$ cat config.mk
export PLATFORM = sky130hd
export DESIGN_NAME = hash_tag_crc32_slot_core
export DESIGN_NICKNAME = d
export VERILOG_FILES = /design/src/hdl/htc_pkg.sv /design/src/hdl/htc_front.sv /design/src/hdl/htc_queue.sv /design/src/hdl/htc_back.sv /design/src/hdl/hash_tag_crc32_slot_core.sv
export SDC_FILE = /design/constraint.sdc
export NUM_CORES = 1
export LEC_CHECK = 0
export BUFFER_PORTS_ARGS = -buffer_cell sky130_fd_sc_hd__buf_2
export CORE_MARGIN = 2
export CORE_UTILIZATION = 58
export CTS_CLUSTER_DIAMETER = 50
export CTS_CLUSTER_SIZE = 14
export DETAILED_ROUTE_END_ITERATION = 7
export PLACE_DENSITY = 0.79
export REMOVE_ABC_BUFFERS = 1
export SYNTH_ARGS = -nofsm -noshare
export SYNTH_HDL_FRONTEND = slang
export SYNTH_HIERARCHICAL = 1
export SYNTH_SLANG_ARGS = --single-unit
$ cat constraint.sdc
create_clock -name clock -period 4.42 [get_ports clock]
set_input_delay 0.442 -clock clock [delete_from_list [all_inputs] [get_ports clock]]
set_output_delay 0.442 -clock clock [all_outputs]
set_load 0.02 [all_outputs]
$ cat src/hdl/htc_pkg.sv
// Types, constants and the CRC byte step shared by the hash slot modules.
package htc_pkg;

   localparam logic [31:0] CrcSeed    = 32'hFFFF_FFFF;
   localparam logic [31:0] PolyReset  = 32'hEDB8_8320;
   localparam logic [7:0]  OpenBrace  = 8'h7B;
   localparam logic [7:0]  CloseBrace = 8'h7D;
   localparam int          QueueDepth = 4;
   localparam int          SlotWidth  = 10;

   typedef enum logic [1:0] {
      PHASE_IDLE = 2'd0,
      PHASE_IN   = 2'd1,
      PHASE_DONE = 2'd2
   } phase_type;

   // One classified key item on its way from front to back.
   typedef struct packed {
      logic       feed_whole;
      logic       feed_tag;
      logic [7:0] key_byte;
      logic       last;
      logic       use_tag;
   } item_type;

   // Reflected CRC update over one byte, LSB first.
   function automatic logic [31:0] crc_byte(input logic [31:0] crc,
                                            input logic [7:0]  data,
                                            input logic [31:0] poly);
      logic [31:0] r;
      r = crc ^ {24'd0, data};
      for (int b = 0; b < 8; b++) begin
         if (r[0]) begin
            r = (r >> 1) ^ poly;
         end else begin
            r = r >> 1;
         end
      end
      return r;
   endfunction

endpackage

$ cat src/hdl/htc_front.sv
// Front end: accepts key bytes, tracks the braced tag and classifies each byte.
module htc_front (
   input  logic               clock,
   input  logic               reset,
   input  logic               req_tvalid,
   output logic               req_tready,
   input  logic [7:0]         req_tdata,
   input  logic               req_tuser,
   input  logic               req_tlast,
   input  logic               q_full,
   output logic               q_push,
   output htc_pkg::item_type  q_item
);

   htc_pkg::phase_type phase_ff, phase_in;
   logic               nonempty_ff, nonempty_in;
   logic               feed_tag;
   logic               accept;

   assign req_tready = !q_full;
   assign accept     = req_tvalid && req_tready;

   // Next state of the tag tracker.
   always_comb begin
      phase_in = phase_ff;
      if (req_tuser) begin
         case (phase_ff)
            htc_pkg::PHASE_IDLE: begin
               if (req_tdata == htc_pkg::OpenBrace) phase_in = htc_pkg::PHASE_IN;
            end
            htc_pkg::PHASE_IN: begin
               if (req_tdata == htc_pkg::CloseBrace) phase_in = htc_pkg::PHASE_DONE;
            end
            default: phase_in = phase_ff;
         endcase
      end
   end

   // Outputs of the tag tracker.
   always_comb begin
      feed_tag = 1'b0;
      case (phase_ff)
         htc_pkg::PHASE_IN: feed_tag = req_tuser && (req_tdata != htc_pkg::CloseBrace);
         default:           feed_tag = 1'b0;
      endcase
      nonempty_in = nonempty_ff || feed_tag;
   end

   always_comb begin
      q_push            = accept;
      q_item.feed_whole = req_tuser;
      q_item.feed_tag   = feed_tag;
      q_item.key_byte   = req_tdata;
      q_item.last       = req_tlast;
      q_item.use_tag    = (phase_in == htc_pkg::PHASE_DONE) && nonempty_in;
   end

   always_ff @(posedge clock) begin
      if (reset) begin
         phase_ff    <= htc_pkg::PHASE_IDLE;
         nonempty_ff <= 1'b0;
      end else if (accept) begin
         // Drop tag tracking at the end of each key.
         if (req_tlast) begin
            phase_ff    <= htc_pkg::PHASE_IDLE;
            nonempty_ff <= 1'b0;
         end else begin
            phase_ff    <= phase_in;
            nonempty_ff <= nonempty_in;
         end
      end
   end

endmodule

$ cat src/hdl/htc_queue.sv
// Short queue of classified items between front and back.
module htc_queue (
   input  logic               clock,
   input  logic               reset,
   input  logic               push,
   input  htc_pkg::item_type  push_item,
   output logic               full,
   input  logic               pop,
   output logic               head_valid,
   output htc_pkg::item_type  head_item
);

   localparam int PtrWidth = $clog2(htc_pkg::QueueDepth);

   htc_pkg::item_type         entry_ff [htc_pkg::QueueDepth];
   logic [PtrWidth-1:0]       wr_ptr_ff, rd_ptr_ff;
   logic [PtrWidth:0]         count_ff, count_in;

   assign full       = (count_ff == (PtrWidth+1)'(htc_pkg::QueueDepth));
   assign head_valid = (count_ff != '0);
   assign head_item  = entry_ff[rd_ptr_ff];

   always_comb begin
      count_in = count_ff;
      if (push && !pop) count_in = count_ff + 1'b1;
      if (pop && !push) count_in = count_ff - 1'b1;
   end

   always_ff @(posedge clock) begin
      if (push) entry_ff[wr_ptr_ff] <= push_item;
   end

   always_ff @(posedge clock) begin
      if (reset) begin
         wr_ptr_ff <= '0;
         rd_ptr_ff <= '0;
         count_ff  <= '0;
      end else begin
         if (push) wr_ptr_ff <= wr_ptr_ff + 1'b1;
         if (pop)  rd_ptr_ff <= rd_ptr_ff + 1'b1;
         count_ff <= count_in;
      end
   end

endmodule

$ cat src/hdl/htc_back.sv
// Back end: runs both CRCs one byte per cycle unless a held result stalls it, and registers the slot result.
module htc_back #(
   parameter int SLOT_COUNT = 1024
) (
   input  logic                             clock,
   input  logic                             reset,
   input  logic [31:0]                      crc_poly,
   input  logic                             head_valid,
   input  htc_pkg::item_type                head_item,
   output logic                             pop,
   output logic                             rsp_tvalid,
   input  logic                             rsp_tready,
   output logic [htc_pkg::SlotWidth-1:0]    rsp_slot,
   output logic                             rsp_used_tag
);

   localparam logic [31:0] SlotMask = 32'(SLOT_COUNT - 1);

   logic [31:0]                   whole_ff, whole_in;
   logic [31:0]                   tag_ff, tag_in;
   logic                          rsp_valid_ff, rsp_valid_in;
   logic [htc_pkg::SlotWidth-1:0] slot_ff, slot_in;
   logic                          used_ff, used_in;
   logic [31:0]                   final_crc;

   // Non-final items never wait on the result register.
   assign pop = head_valid && (!head_item.last || !rsp_valid_ff || rsp_tready);

   always_comb begin
      whole_in = head_item.feed_whole ?
                 htc_pkg::crc_byte(whole_ff, head_item.key_byte, crc_poly) : whole_ff;
      tag_in   = head_item.feed_tag ?
                 htc_pkg::crc_byte(tag_ff, head_item.key_byte, crc_poly) : tag_ff;
      final_crc = ~(head_item.use_tag ? tag_in : whole_in);
      slot_in   = htc_pkg::SlotWidth'(final_crc & SlotMask);
      used_in   = head_item.use_tag;
      rsp_valid_in = rsp_valid_ff && !rsp_tready;
      if (pop && head_item.last) rsp_valid_in = 1'b1;
   end

   always_ff @(posedge clock) begin
      if (reset) begin
         whole_ff     <= htc_pkg::CrcSeed;
         tag_ff       <= htc_pkg::CrcSeed;
         rsp_valid_ff <= 1'b0;
      end else begin
         rsp_valid_ff <= rsp_valid_in;
         if (pop) begin
            if (head_item.last) begin
               whole_ff <= htc_pkg::CrcSeed;
               tag_ff   <= htc_pkg::CrcSeed;
            end else begin
               whole_ff <= whole_in;
               tag_ff   <= tag_in;
            end
         end
      end
   end

   always_ff @(posedge clock) begin
      if (pop && head_item.last) begin
         slot_ff <= slot_in;
         used_ff <= used_in;
      end
   end

   assign rsp_tvalid   = rsp_valid_ff;
   assign rsp_slot     = slot_ff;
   assign rsp_used_tag = used_ff;

endmodule

$ cat src/hdl/hash_tag_crc32_slot_core.sv
// Top level of the hash slot unit: CRC-32 over a key or its braced tag.
//
//   channel | direction | tdata               | tuser         | tlast
//   req     | in        | [7:0] key_byte      | [0] has_byte  | last
//   rsp     | out       | [9:0] slot, [15:10] 0 | [0] used_tag | -
//   csr     | in        | csr_wr_data: crc_poly, written when csr_wr_en is high
//
// One key byte is taken per cycle while req_tready is high; the back end runs one bytewise
// CRC step per cycle for each byte-carrying item, so a sustained stream moves at one item
// per cycle unless a held result stalls the back end. rsp_tvalid rises only after the last
// item of a key has passed through the queue and the result register. The four-entry queue
// between front and back absorbs output stalls; req_tready drops only when it is full.
// Synchronous reset seeds both CRCs, clears the tag tracker, sets crc_poly to the IEEE value.
module hash_tag_crc32_slot_core #(
   parameter int SLOT_COUNT = 1024
) (
   input  logic        clock,
   input  logic        reset,
   input  logic        req_tvalid,
   output logic        req_tready,
   input  logic [7:0]  req_tdata,   // [7:0] key_byte
   input  logic        req_tuser,   // [0] has_byte
   input  logic        req_tlast,
   output logic        rsp_tvalid,
   input  logic        rsp_tready,
   output logic [15:0] rsp_tdata,   // [9:0] slot, [15:10] zero
   output logic        rsp_tuser,   // [0] used_tag
   input  logic        csr_wr_en,
   input  logic [31:0] csr_wr_data
);

   logic [31:0]                   poly_ff;
   logic                          q_full, q_push, q_pop, q_head_valid;
   htc_pkg::item_type             q_item, q_head_item;
   logic [htc_pkg::SlotWidth-1:0] slot;

   always_ff @(posedge clock) begin
      if (reset) begin
         poly_ff <= htc_pkg::PolyReset;
      end else if (csr_wr_en) begin
         poly_ff <= csr_wr_data;
      end
   end

   htc_front u_front (
      .clock      (clock),
      .reset      (reset),
      .req_tvalid (req_tvalid),
      .req_tready (req_tready),
      .req_tdata  (req_tdata),
      .req_tuser  (req_tuser),
      .req_tlast  (req_tlast),
      .q_full     (q_full),
      .q_push     (q_push),
      .q_item     (q_item)
   );

   htc_queue u_queue (
      .clock      (clock),
      .reset      (reset),
      .push       (q_push),
      .push_item  (q_item),
      .full       (q_full),
      .pop        (q_pop),
      .head_valid (q_head_valid),
      .head_item  (q_head_item)
   );

   htc_back #(
      .SLOT_COUNT (SLOT_COUNT)
   ) u_back (
      .clock        (clock),
      .reset        (reset),
      .crc_poly     (poly_ff),
      .head_valid   (q_head_valid),
      .head_item    (q_head_item),
      .pop          (q_pop),
      .rsp_tvalid   (rsp_tvalid),
      .rsp_tready   (rsp_tready),
      .rsp_slot     (slot),
      .rsp_used_tag (rsp_tuser)
   );

   assign rsp_tdata = {(16 - htc_pkg::SlotWidth)'(0), slot};

endmodule

Word level (Yosys, flattened, before mapping)
Memories as Yosys holds them, arrays and structs flattened. A register that Yosys moved wholly into a read port is not among the register bits.
Index checks and enable logic that the tools add are counted.
- register bits: 118
- bits in writable memories: 48
- input bits: 47
- output and inout port bits: 19
- logic and storage cells: 96
- memories kept: 1
- $add $sub $neg: 4
- equal/unequal tests: 6
- multiplexer cells: 35
- bitwise gates (word level): 19
- reductions and logical operators: 20
- memory list (memory ; words ; bits a word ; rd ports ; clocked after Yosys merged registers in ; write ports ; line ; RTL):
    u_queue.entry_ff ; 4 ; 12 ; 1 ; 1 ; 1 ; htc_queue.sv:15 ; htc_pkg::item_type entry_ff [htc_pkg::QueueDepth];
- operators with widths (kind ; count):
    $mux 32 ; 20
    $xor 31x32->32 ; 16
    $xor 32x8->32 ; 2
    $eq 8x7->1 const B ; 2
    $mux 2 ; 6
    $mux 10 ; 1
    $not 10->10 ; 1
    $logic_and 1x1->1 ; 8
    $ne 8x7->1 const B ; 1
    $logic_not 1->1 ; 6
    $mux 3 ; 2
    $mux 1 ; 5
    $add 2x1->2 const B ; 2
    $pmux 2 s2 ; 1
    $add 3x1->3 const B ; 1
    $eq 3x3->1 const B ; 1
    $logic_or 1x1->1 ; 3
    $reduce_bool 3->1 ; 1
    $sub 3x1->3 const B ; 1
    $eq 2x1->1 const B ; 1
    $eq 2x2->1 const B ; 1
    $logic_not 2->1 ; 1
    $reduce_bool 2->1 ; 1

Logic depth before layout (Yosys ltp)
Gate-level depths: netlist of the first run.
- word-level depth: 20
- gate-level depth with buffers: 18
- mapped depth without buffers: 13

Modules after synthesis
Netlist of the first run, hierarchy kept.
- by module, submodules not included (module ; instances ; cells each ; area each (um^2) ; seq. area each (um^2)):
    htc_back ; 1 ; 1594 ; 11308.3 ; 1631.6
    htc_queue ; 1 ; 109 ; 2170.8 ; 1621.6
    hash_tag_crc32_slot_core ; 1 ; 111 ; 1243.7 ; 640.6
    htc_front ; 1 ; 34 ; 304.0 ; 60.1

Worst setup path after synthesis of the first run
No wires, ideal clock.
- kind: reg-to-reg
- start: register with a tool-made name
- end: register u_back.slot_ff (netlist bit u_back/rsp_slot[6]) (data pin)
- library setup time: 0.266 ns
- data arrival time: 4.285 ns
- data required time: 4.154 ns
- setup slack: -0.132 ns
- cell stages (with the launch flop): 18
- path buffers: 4
- clock period less this slack: 4.552 ns
- cells stage by stage: dfxtp_1 buf_6 mux4_2 xnor2_1 clkbuf_1 o21ai_0 and2_1 clkbuf_1 clkbuf_1 nand2_1 xnor2_1 xnor3_1 and3_1 o2111a_1 o211a_1 o2111a_1 o31ai_1 o31ai_1
- RTL lines (element ; line ; RTL):
    to (signal assigned) ; htc_back.sv:62 ; slot_ff <= slot_in;
    to (decl) ; htc_back.sv:22 ; logic [htc_pkg::SlotWidth-1:0] slot_ff, slot_in;

==> results of run 1 <==
-- layout make-up --
cell class | count | area (sq um) | area share
Tap cell | 330 | 413 | 0.0220
Sequential cell | 168 | 3960 | 0.211
Multi-Input combinational cell | 1474 | 11400 | 0.609
Clock inverter | 15 | 200 | 0.0107
Inverter | 16 | 60.1 | 0.00320
Clock buffer | 17 | 425 | 0.0226
Timing Repair Buffer | 267 | 2280 | 0.122
-- routing by layer --
metal,share of wire,global-route usage
met1,0.37,0.423
met2,0.47,0.522
met3,0.11,0.0558
met4,0.054,0.130
met5,0,0
-- sequential cells by signal, indices dropped and copies added, names as in the netlist, named ones only --
signal / count
poly_ff: 32
u_back/rsp_slot: 10
u_back/rsp_tvalid: 1
u_back/rsp_used_tag: 1
u_back/tag_ff: 32
u_back/whole_ff: 32
u_front/nonempty_ff: 1
u_front/phase_ff: 2
u_queue/count_ff: 3
u_queue/entry_ff: 48
u_queue/rd_ptr_ff: 2
u_queue/wr_ptr_ff: 2
-- critical path, cell delays in order (launching register included) --
cell and delay, ps:
edfxtp_1 410, mux4_2 640, buf_6 190, xor2_4 160, buf_6 170, a221oi_1 290
a21oi_1 100, nor3_1 270, a211o_1 270, mux2_4 340, xor2_1 230, buf_4 190
xnor2_4 100, buf_12 170, a211oi_2 400, a311oi_2 120, o31ai_2 350, o31ai_1 130
-- cell usage in the layout (no fill, tap or decap), types with 17 or more instances in the layout --
master / Yosys / routed
nand2_1: 348 / 336
buf_6: 4 / 37
nor2_1: 77 / 73
dfxtp_1: 109 / 108
xnor2_2: 2 / 33
a21oi_1: 53 / 44
o21ai_0: 44 / 29
xnor2_1: 386 / 349
edfxtp_1: 59 / 59
nand3_2: 8 / 21
nand3_1: 131 / 110
buf_2: 11 / 62
o22a_1: 21 / 21
buf_4: 18 / 144
xor2_1: 57 / 46
mux2i_1: 24 / 24
clkbuf_16: 0 / 20
buf_12: 2 / 17
and3_1: 25 / 18
-- cells by family after synthesis --
| family | Yosys count | synth area share |
|---|---|---|
| and+or+nand+nor | 661 | 0.197 |
| xor gates and xnor gates | 463 | 0.287 |
| AOI/OAI and AO/OA | 297 | 0.147 |
| buffers and inverters | 213 | 0.0635 |
| DFF | 168 | 0.263 |
| muxes | 39 | 0.0367 |
| adders and majority gates | 6 | 0.00550 |
| other | 1 | 0.000250 |
-- stage by stage --
stage	cell area (sq um)	setup slack, ps	util	instances	setup TNS, ps
CTS	17500	-81.3	0.690	2257	-310
floorplan	14200	-2930	-	1656	-179940
finish	18800	-384	0.742	2287	-17970
global placement	16200	-258	0.638	2200	-4090
global route	18800	-488	0.742	2287	-27170
detailed placement	16200	-343	0.638	2200	-11850
-- worst min-delay path by stage --
stage                              startpoint                  end
after global routing          csr_wr_data[31]          poly_ff[31]
after CTS                     csr_wr_data[29]          poly_ff[29]
after floorplan           u_front/nonempty_ff  u_front/nonempty_ff
final                         csr_wr_data[29]          poly_ff[29]
after detailed placement  u_front/nonempty_ff  u_front/nonempty_ff
after global placement    u_front/nonempty_ff  u_front/nonempty_ff
-- repair_timing --
item                       in CTS  in global routing
setup endpoints to repair      73                 74
cloned                          3                  6
pin swaps                      49                103
resized for setup             102                199
setup buffers                  22                 24
==> flow_metrics.env, run 1 <==
export IMPL_status="finished, violations left"
export IMPL_violations="setup timing"
export IMPL_final_nets=1997
export IMPL_ctsHoldBuffers=0
export IMPL_hpwlAfterDp_mm=28.1
export IMPL_arrival_ps=5000
export IMPL_synth_cell_types=78
export IMPL_grt_pass1_vias=13480
export IMPL_vias=15101
export IMPL_grt_max_degree=46
export IMPL_drv_slew=0
export IMPL_dieArea_sq_um=27200
export IMPL_r2r_cells=17
export IMPL_maxCapViolations=0
export IMPL_synth_area_leaders="xnor2_1 22%, dfxtp_1 15%, edfxtp_1 12%"
export IMPL_antenna_found_initial=0
export IMPL_grt_ovfl_total=0
export IMPL_critPathKind="register to register"
export IMPL_worstReg2RegStart="u_queue/entry_ff[2][2]"
export IMPL_rows=58
export IMPL_ys_async_sr_fraction=0
export IMPL_gp_congestion=0.898
export IMPL_whs_path_depth=2
export IMPL_crit_required_ps=4620
export IMPL_clock_sinks=168
export IMPL_io_buffers=59
export IMPL_synth_seq_area_share=0.263
export IMPL_grt_pass1_wl_mm=69.0
export IMPL_ys_warnings_count=6
export IMPL_fp_dieW_microns=165
export IMPL_drt_pass1_iter_count=7
export IMPL_die_h_microns=165
export IMPL_cp_max_fo=8
export IMPL_hold_viol=0
export IMPL_drtIter0Drc=2180
export IMPL_fin_crit_sh=1.09
export IMPL_avgSynthCellArea_sq_um=8.13
export IMPL_postRouteAntennaNets=0
export IMPL_synth_edff_count=59
export IMPL_fin_skew_ps=15.6
export IMPL_yosys_area_top_type="xnor2_1"
export IMPL_worstReg2RegEnd="u_back/rsp_slot[5]"
export IMPL_post_synth_top_count_cell="xnor2_1"
export IMPL_area_delta_synth_final_pct=25.0
export IMPL_numCtsBuffers=17
export IMPL_drc=0
export IMPL_ios=66
export IMPL_start_kind="register"
export IMPL_wl_per_cell_microns=22.3
export IMPL_postRouteWirelength_mm=51.1
export IMPL_clock_latency_ps=460
export IMPL_initial_utilization=0.593
export IMPL_synthTopCellsByCount="386 x xnor2_1, 348 x nand2_1, 137 x clkbuf_1"
export IMPL_max_freq_mhz=208
export IMPL_drive_gt1_frac=0.264
export IMPL_crit_path_end_kind="register"
export IMPL_setup_viol=74
export IMPL_cts_reportedPaths_clkPinSlew_ps=80
export IMPL_endpoint="u_back/rsp_slot[5]"
export IMPL_clockBufferDepth=2
export IMPL_r2r_slack_ps=-380
export IMPL_syn_inst=1848
export IMPL_fillers=1505
export IMPL_diodes=0
export IMPL_max_slew_margin=0.344
export IMPL_vias_per_cell=6.60
export IMPL_cts_root_buf="clkbuf_16"
export IMPL_startpoint="u_queue/entry_ff[2][2]"
export IMPL_period_minus_slack_ps=4800
export IMPL_syn_area_sq_um=15000
export IMPL_ys_flop_type="dfxtp_1"
export IMPL_rsz0062_at_grt="true"
export IMPL_cts_tree="built"
export IMPL_synth_seq_cells=168
export IMPL_finalWorstSetupSlack_ps=-384
export IMPL_hold_class="input pin to register"
export IMPL_globalRouteTotalUtil=0.321
export IMPL_core_area_sq_um=25300
export IMPL_yosysTopAreaCellShare=0.225
export IMPL_holdWs_ps=186
export IMPL_cts_htree_levels=4
export IMPL_worst_pin_slew_ps=981
Power of run 1 is left out: the tool's default activity adds up to more than one toggle a clock period on the data nets, which glitch-free logic cannot reach.
==> inputs of run 2 (changes only) <==
--- a/config.mk
+++ b/config.mk
@@ -7,11 +7,11 @@
 export LEC_CHECK = 0
 export BUFFER_PORTS_ARGS = -buffer_cell sky130_fd_sc_hd__buf_2
 export CORE_MARGIN = 2
-export CORE_UTILIZATION = 58
+export CORE_UTILIZATION = 60
 export CTS_CLUSTER_DIAMETER = 50
 export CTS_CLUSTER_SIZE = 14
 export DETAILED_ROUTE_END_ITERATION = 7
-export PLACE_DENSITY = 0.79
+export PLACE_DENSITY = 0.78
 export REMOVE_ABC_BUFFERS = 1
 export SYNTH_ARGS = -nofsm -noshare
 export SYNTH_HDL_FRONTEND = slang
==> constraint.sdc (replaced) <==
create_clock -name clock -period 4.8 [get_ports clock]
set_input_delay 0.48 -clock clock [delete_from_list [all_inputs] [get_ports clock]]
set_output_delay 0.48 -clock clock [all_outputs]
set_load 0.02 [all_outputs]
==> run 2 against run 1 <==
Effect of this change:
- cell area shrank 11%
- the flow still finishes with violations (setup timing)
- register-to-register slack improved by 280 ps
- non-clock buffer count shrank 103
- hold slack improved by 49 ps
- maximum frequency fell by 2.1%
- via count is 9.4% lower
- wire length decreased by 17%
- cell count shrank 4.8%
- critical path depth unchanged
- sequential share of layout area increased by 2.6 points
- first-iteration DRC count fell by 24%
- highest routed layer unchanged
==> flow_metrics.env, run 2 (synthesized netlist as in run 1, its figures left out) <==
export IMPL_rows=57
export IMPL_cts_reportedPaths_clkPinSlew_ps=80
export IMPL_regMostFlops="u_queue/entry_ff"
export IMPL_crit_path_top_delay_cell="mux4_2"
export IMPL_io_buffers=59
export IMPL_drive_gt1_frac=0.154
export IMPL_vias=13677
export IMPL_grt_pass1_wl_mm=65.6
export IMPL_die_h_microns=162
export IMPL_postRouteWirelength_mm=42.6
export IMPL_max_slew_margin=0.372
export IMPL_hpwlAfterDp_mm=27.2
export IMPL_grt_pass1_vias=12740
export IMPL_clock_latency_ps=450
export IMPL_final_common_cell="xnor2_1"
export IMPL_arrival_ps=5250
export IMPL_start_kind="register"
export IMPL_ios=66
export IMPL_area_delta_synth_final_pct=11.4
export IMPL_clockBufferDepth=2
export IMPL_fin_skew_ps=16.7
export IMPL_grt_max_degree=47
export IMPL_drv_slew=0
export IMPL_layoutNonFillerInstCount=2177
export IMPL_critPathKind="register to register"
export IMPL_setup_viol=9
export IMPL_cts_tree="built"
export IMPL_fin_crit_sh=1.02
export IMPL_hold_viol=0
export IMPL_numCtsBuffers=17
export IMPL_core_area_sq_um=24500
export IMPL_diodes=0
export IMPL_fp_dieW_microns=162
export IMPL_cp_max_fo=30
export IMPL_postRouteAntennaNets=0
export IMPL_crit_path_end_kind="register"
export IMPL_violations="setup timing"
export IMPL_worst_pin_slew_ps=940
export IMPL_cp_num_buf_inv=4
export IMPL_drtIter0Drc=1648
export IMPL_rsz0062_at_grt="true"
export IMPL_multi_input_comb_area_sq_um=10500
export IMPL_max_freq_mhz=204
export IMPL_final_nets=1893
export IMPL_period_minus_slack_ps=4910
export IMPL_largest_reg_flops=48
export IMPL_gp_congestion=0.957
export IMPL_finalWorstSetupSlack_ps=-109
export IMPL_hold_class="input pin to register"
export IMPL_regArea_sq_um=3960
export IMPL_grt_ovfl_total=0
export IMPL_pre_cts_ws_ps=-90.4
export IMPL_crit_path_cell_trace="mux4_2 > xnor2_1 > buf_4 > o21ai_1 > and2_1 > a2111oi_1 > a311oi_1 > xor2_1 > buf_4 > a21o_1 > buf_8 > nand3_1 > xnor2_1 > xor2_1 > buf_4 > xnor2_1 > a31o_1"
export IMPL_initial_utilization=0.614
export IMPL_cts_root_buf="clkbuf_16"
export IMPL_globalRouteTotalUtil=0.310
export IMPL_vias_per_cell=6.28
export IMPL_drt_pass1_iter_count=7
export IMPL_maxCapViolations=0
export IMPL_fillers=1850
export IMPL_status="finished, violations left"
export IMPL_placed_cells=2125
export IMPL_dieArea_sq_um=26300
export IMPL_crit_required_ps=5140
export IMPL_wl_per_cell_microns=19.6
export IMPL_antenna_found_initial=1
export IMPL_worst_path_largest_cell_delay_ps=690
export IMPL_path_delay_family="XOR/XNOR gates"
export IMPL_drc=0
export IMPL_ctsHoldBuffers=0
export IMPL_clock_sinks=168
export IMPL_final_cell_mix="375 x xnor2_1, 347 x nand2_1, 130 x nand3_1"
export IMPL_cts_htree_levels=4
## run 2: cell type report
type	count	area share
Timing Repair Buffer	164	0.0719
Sequential cell	168	0.236
Tap cell	324	0.0242
Inverter	16	0.00359
Clock buffer	17	0.0254
Multi-Input combinational cell	1473	0.628
Clock inverter	15	0.0108
## run 2: worst paths after layout
kind	slack, ps	to	cells past startpoint	start
setup / recovery	-110	u_back/whole_ff[4]	17	register
hold / removal	230	poly_ff[29]	2	csr_wr_data[29]
setup reg to reg	-110	u_back/whole_ff[4]	17	register
hold reg to reg	490	u_front/nonempty_ff	1	u_front/nonempty_ff
## run 2: per-layer routing
metal,track usage,part of all wire,up-vias,wire [microns]
met2,0.507,0.47,768,20100
li1,-,-,6240,-
met1,0.420,0.41,6554,17300
met5,0,0,-,0
met4,0.114,0.031,0,1300
met3,0.0416,0.091,115,3870
## run 2: through the flow
stage | cell area [sq um] | util | TNS, ps | hold WS [ps]
2_1_floorplan | 14200 | - | -151820 | 440
6_report | 16700 | 0.684 | -340 | 234
3_3_place_gp | 15600 | 0.637 | 0 | 473
4_1_cts | 16200 | 0.663 | 0 | 219
5_1_grt | 16700 | 0.684 | -3050 | 234
3_5_place_dp | 15600 | 0.637 | -830 | 463
## run 2: timing repair
item                       CTS  global route
pin swaps                    0            16
resized for setup            5            57
setup buffers                0            16
gates cloned                 0             4
setup endpoints to repair   39            71
Power of run 2 is left out for the same reason.
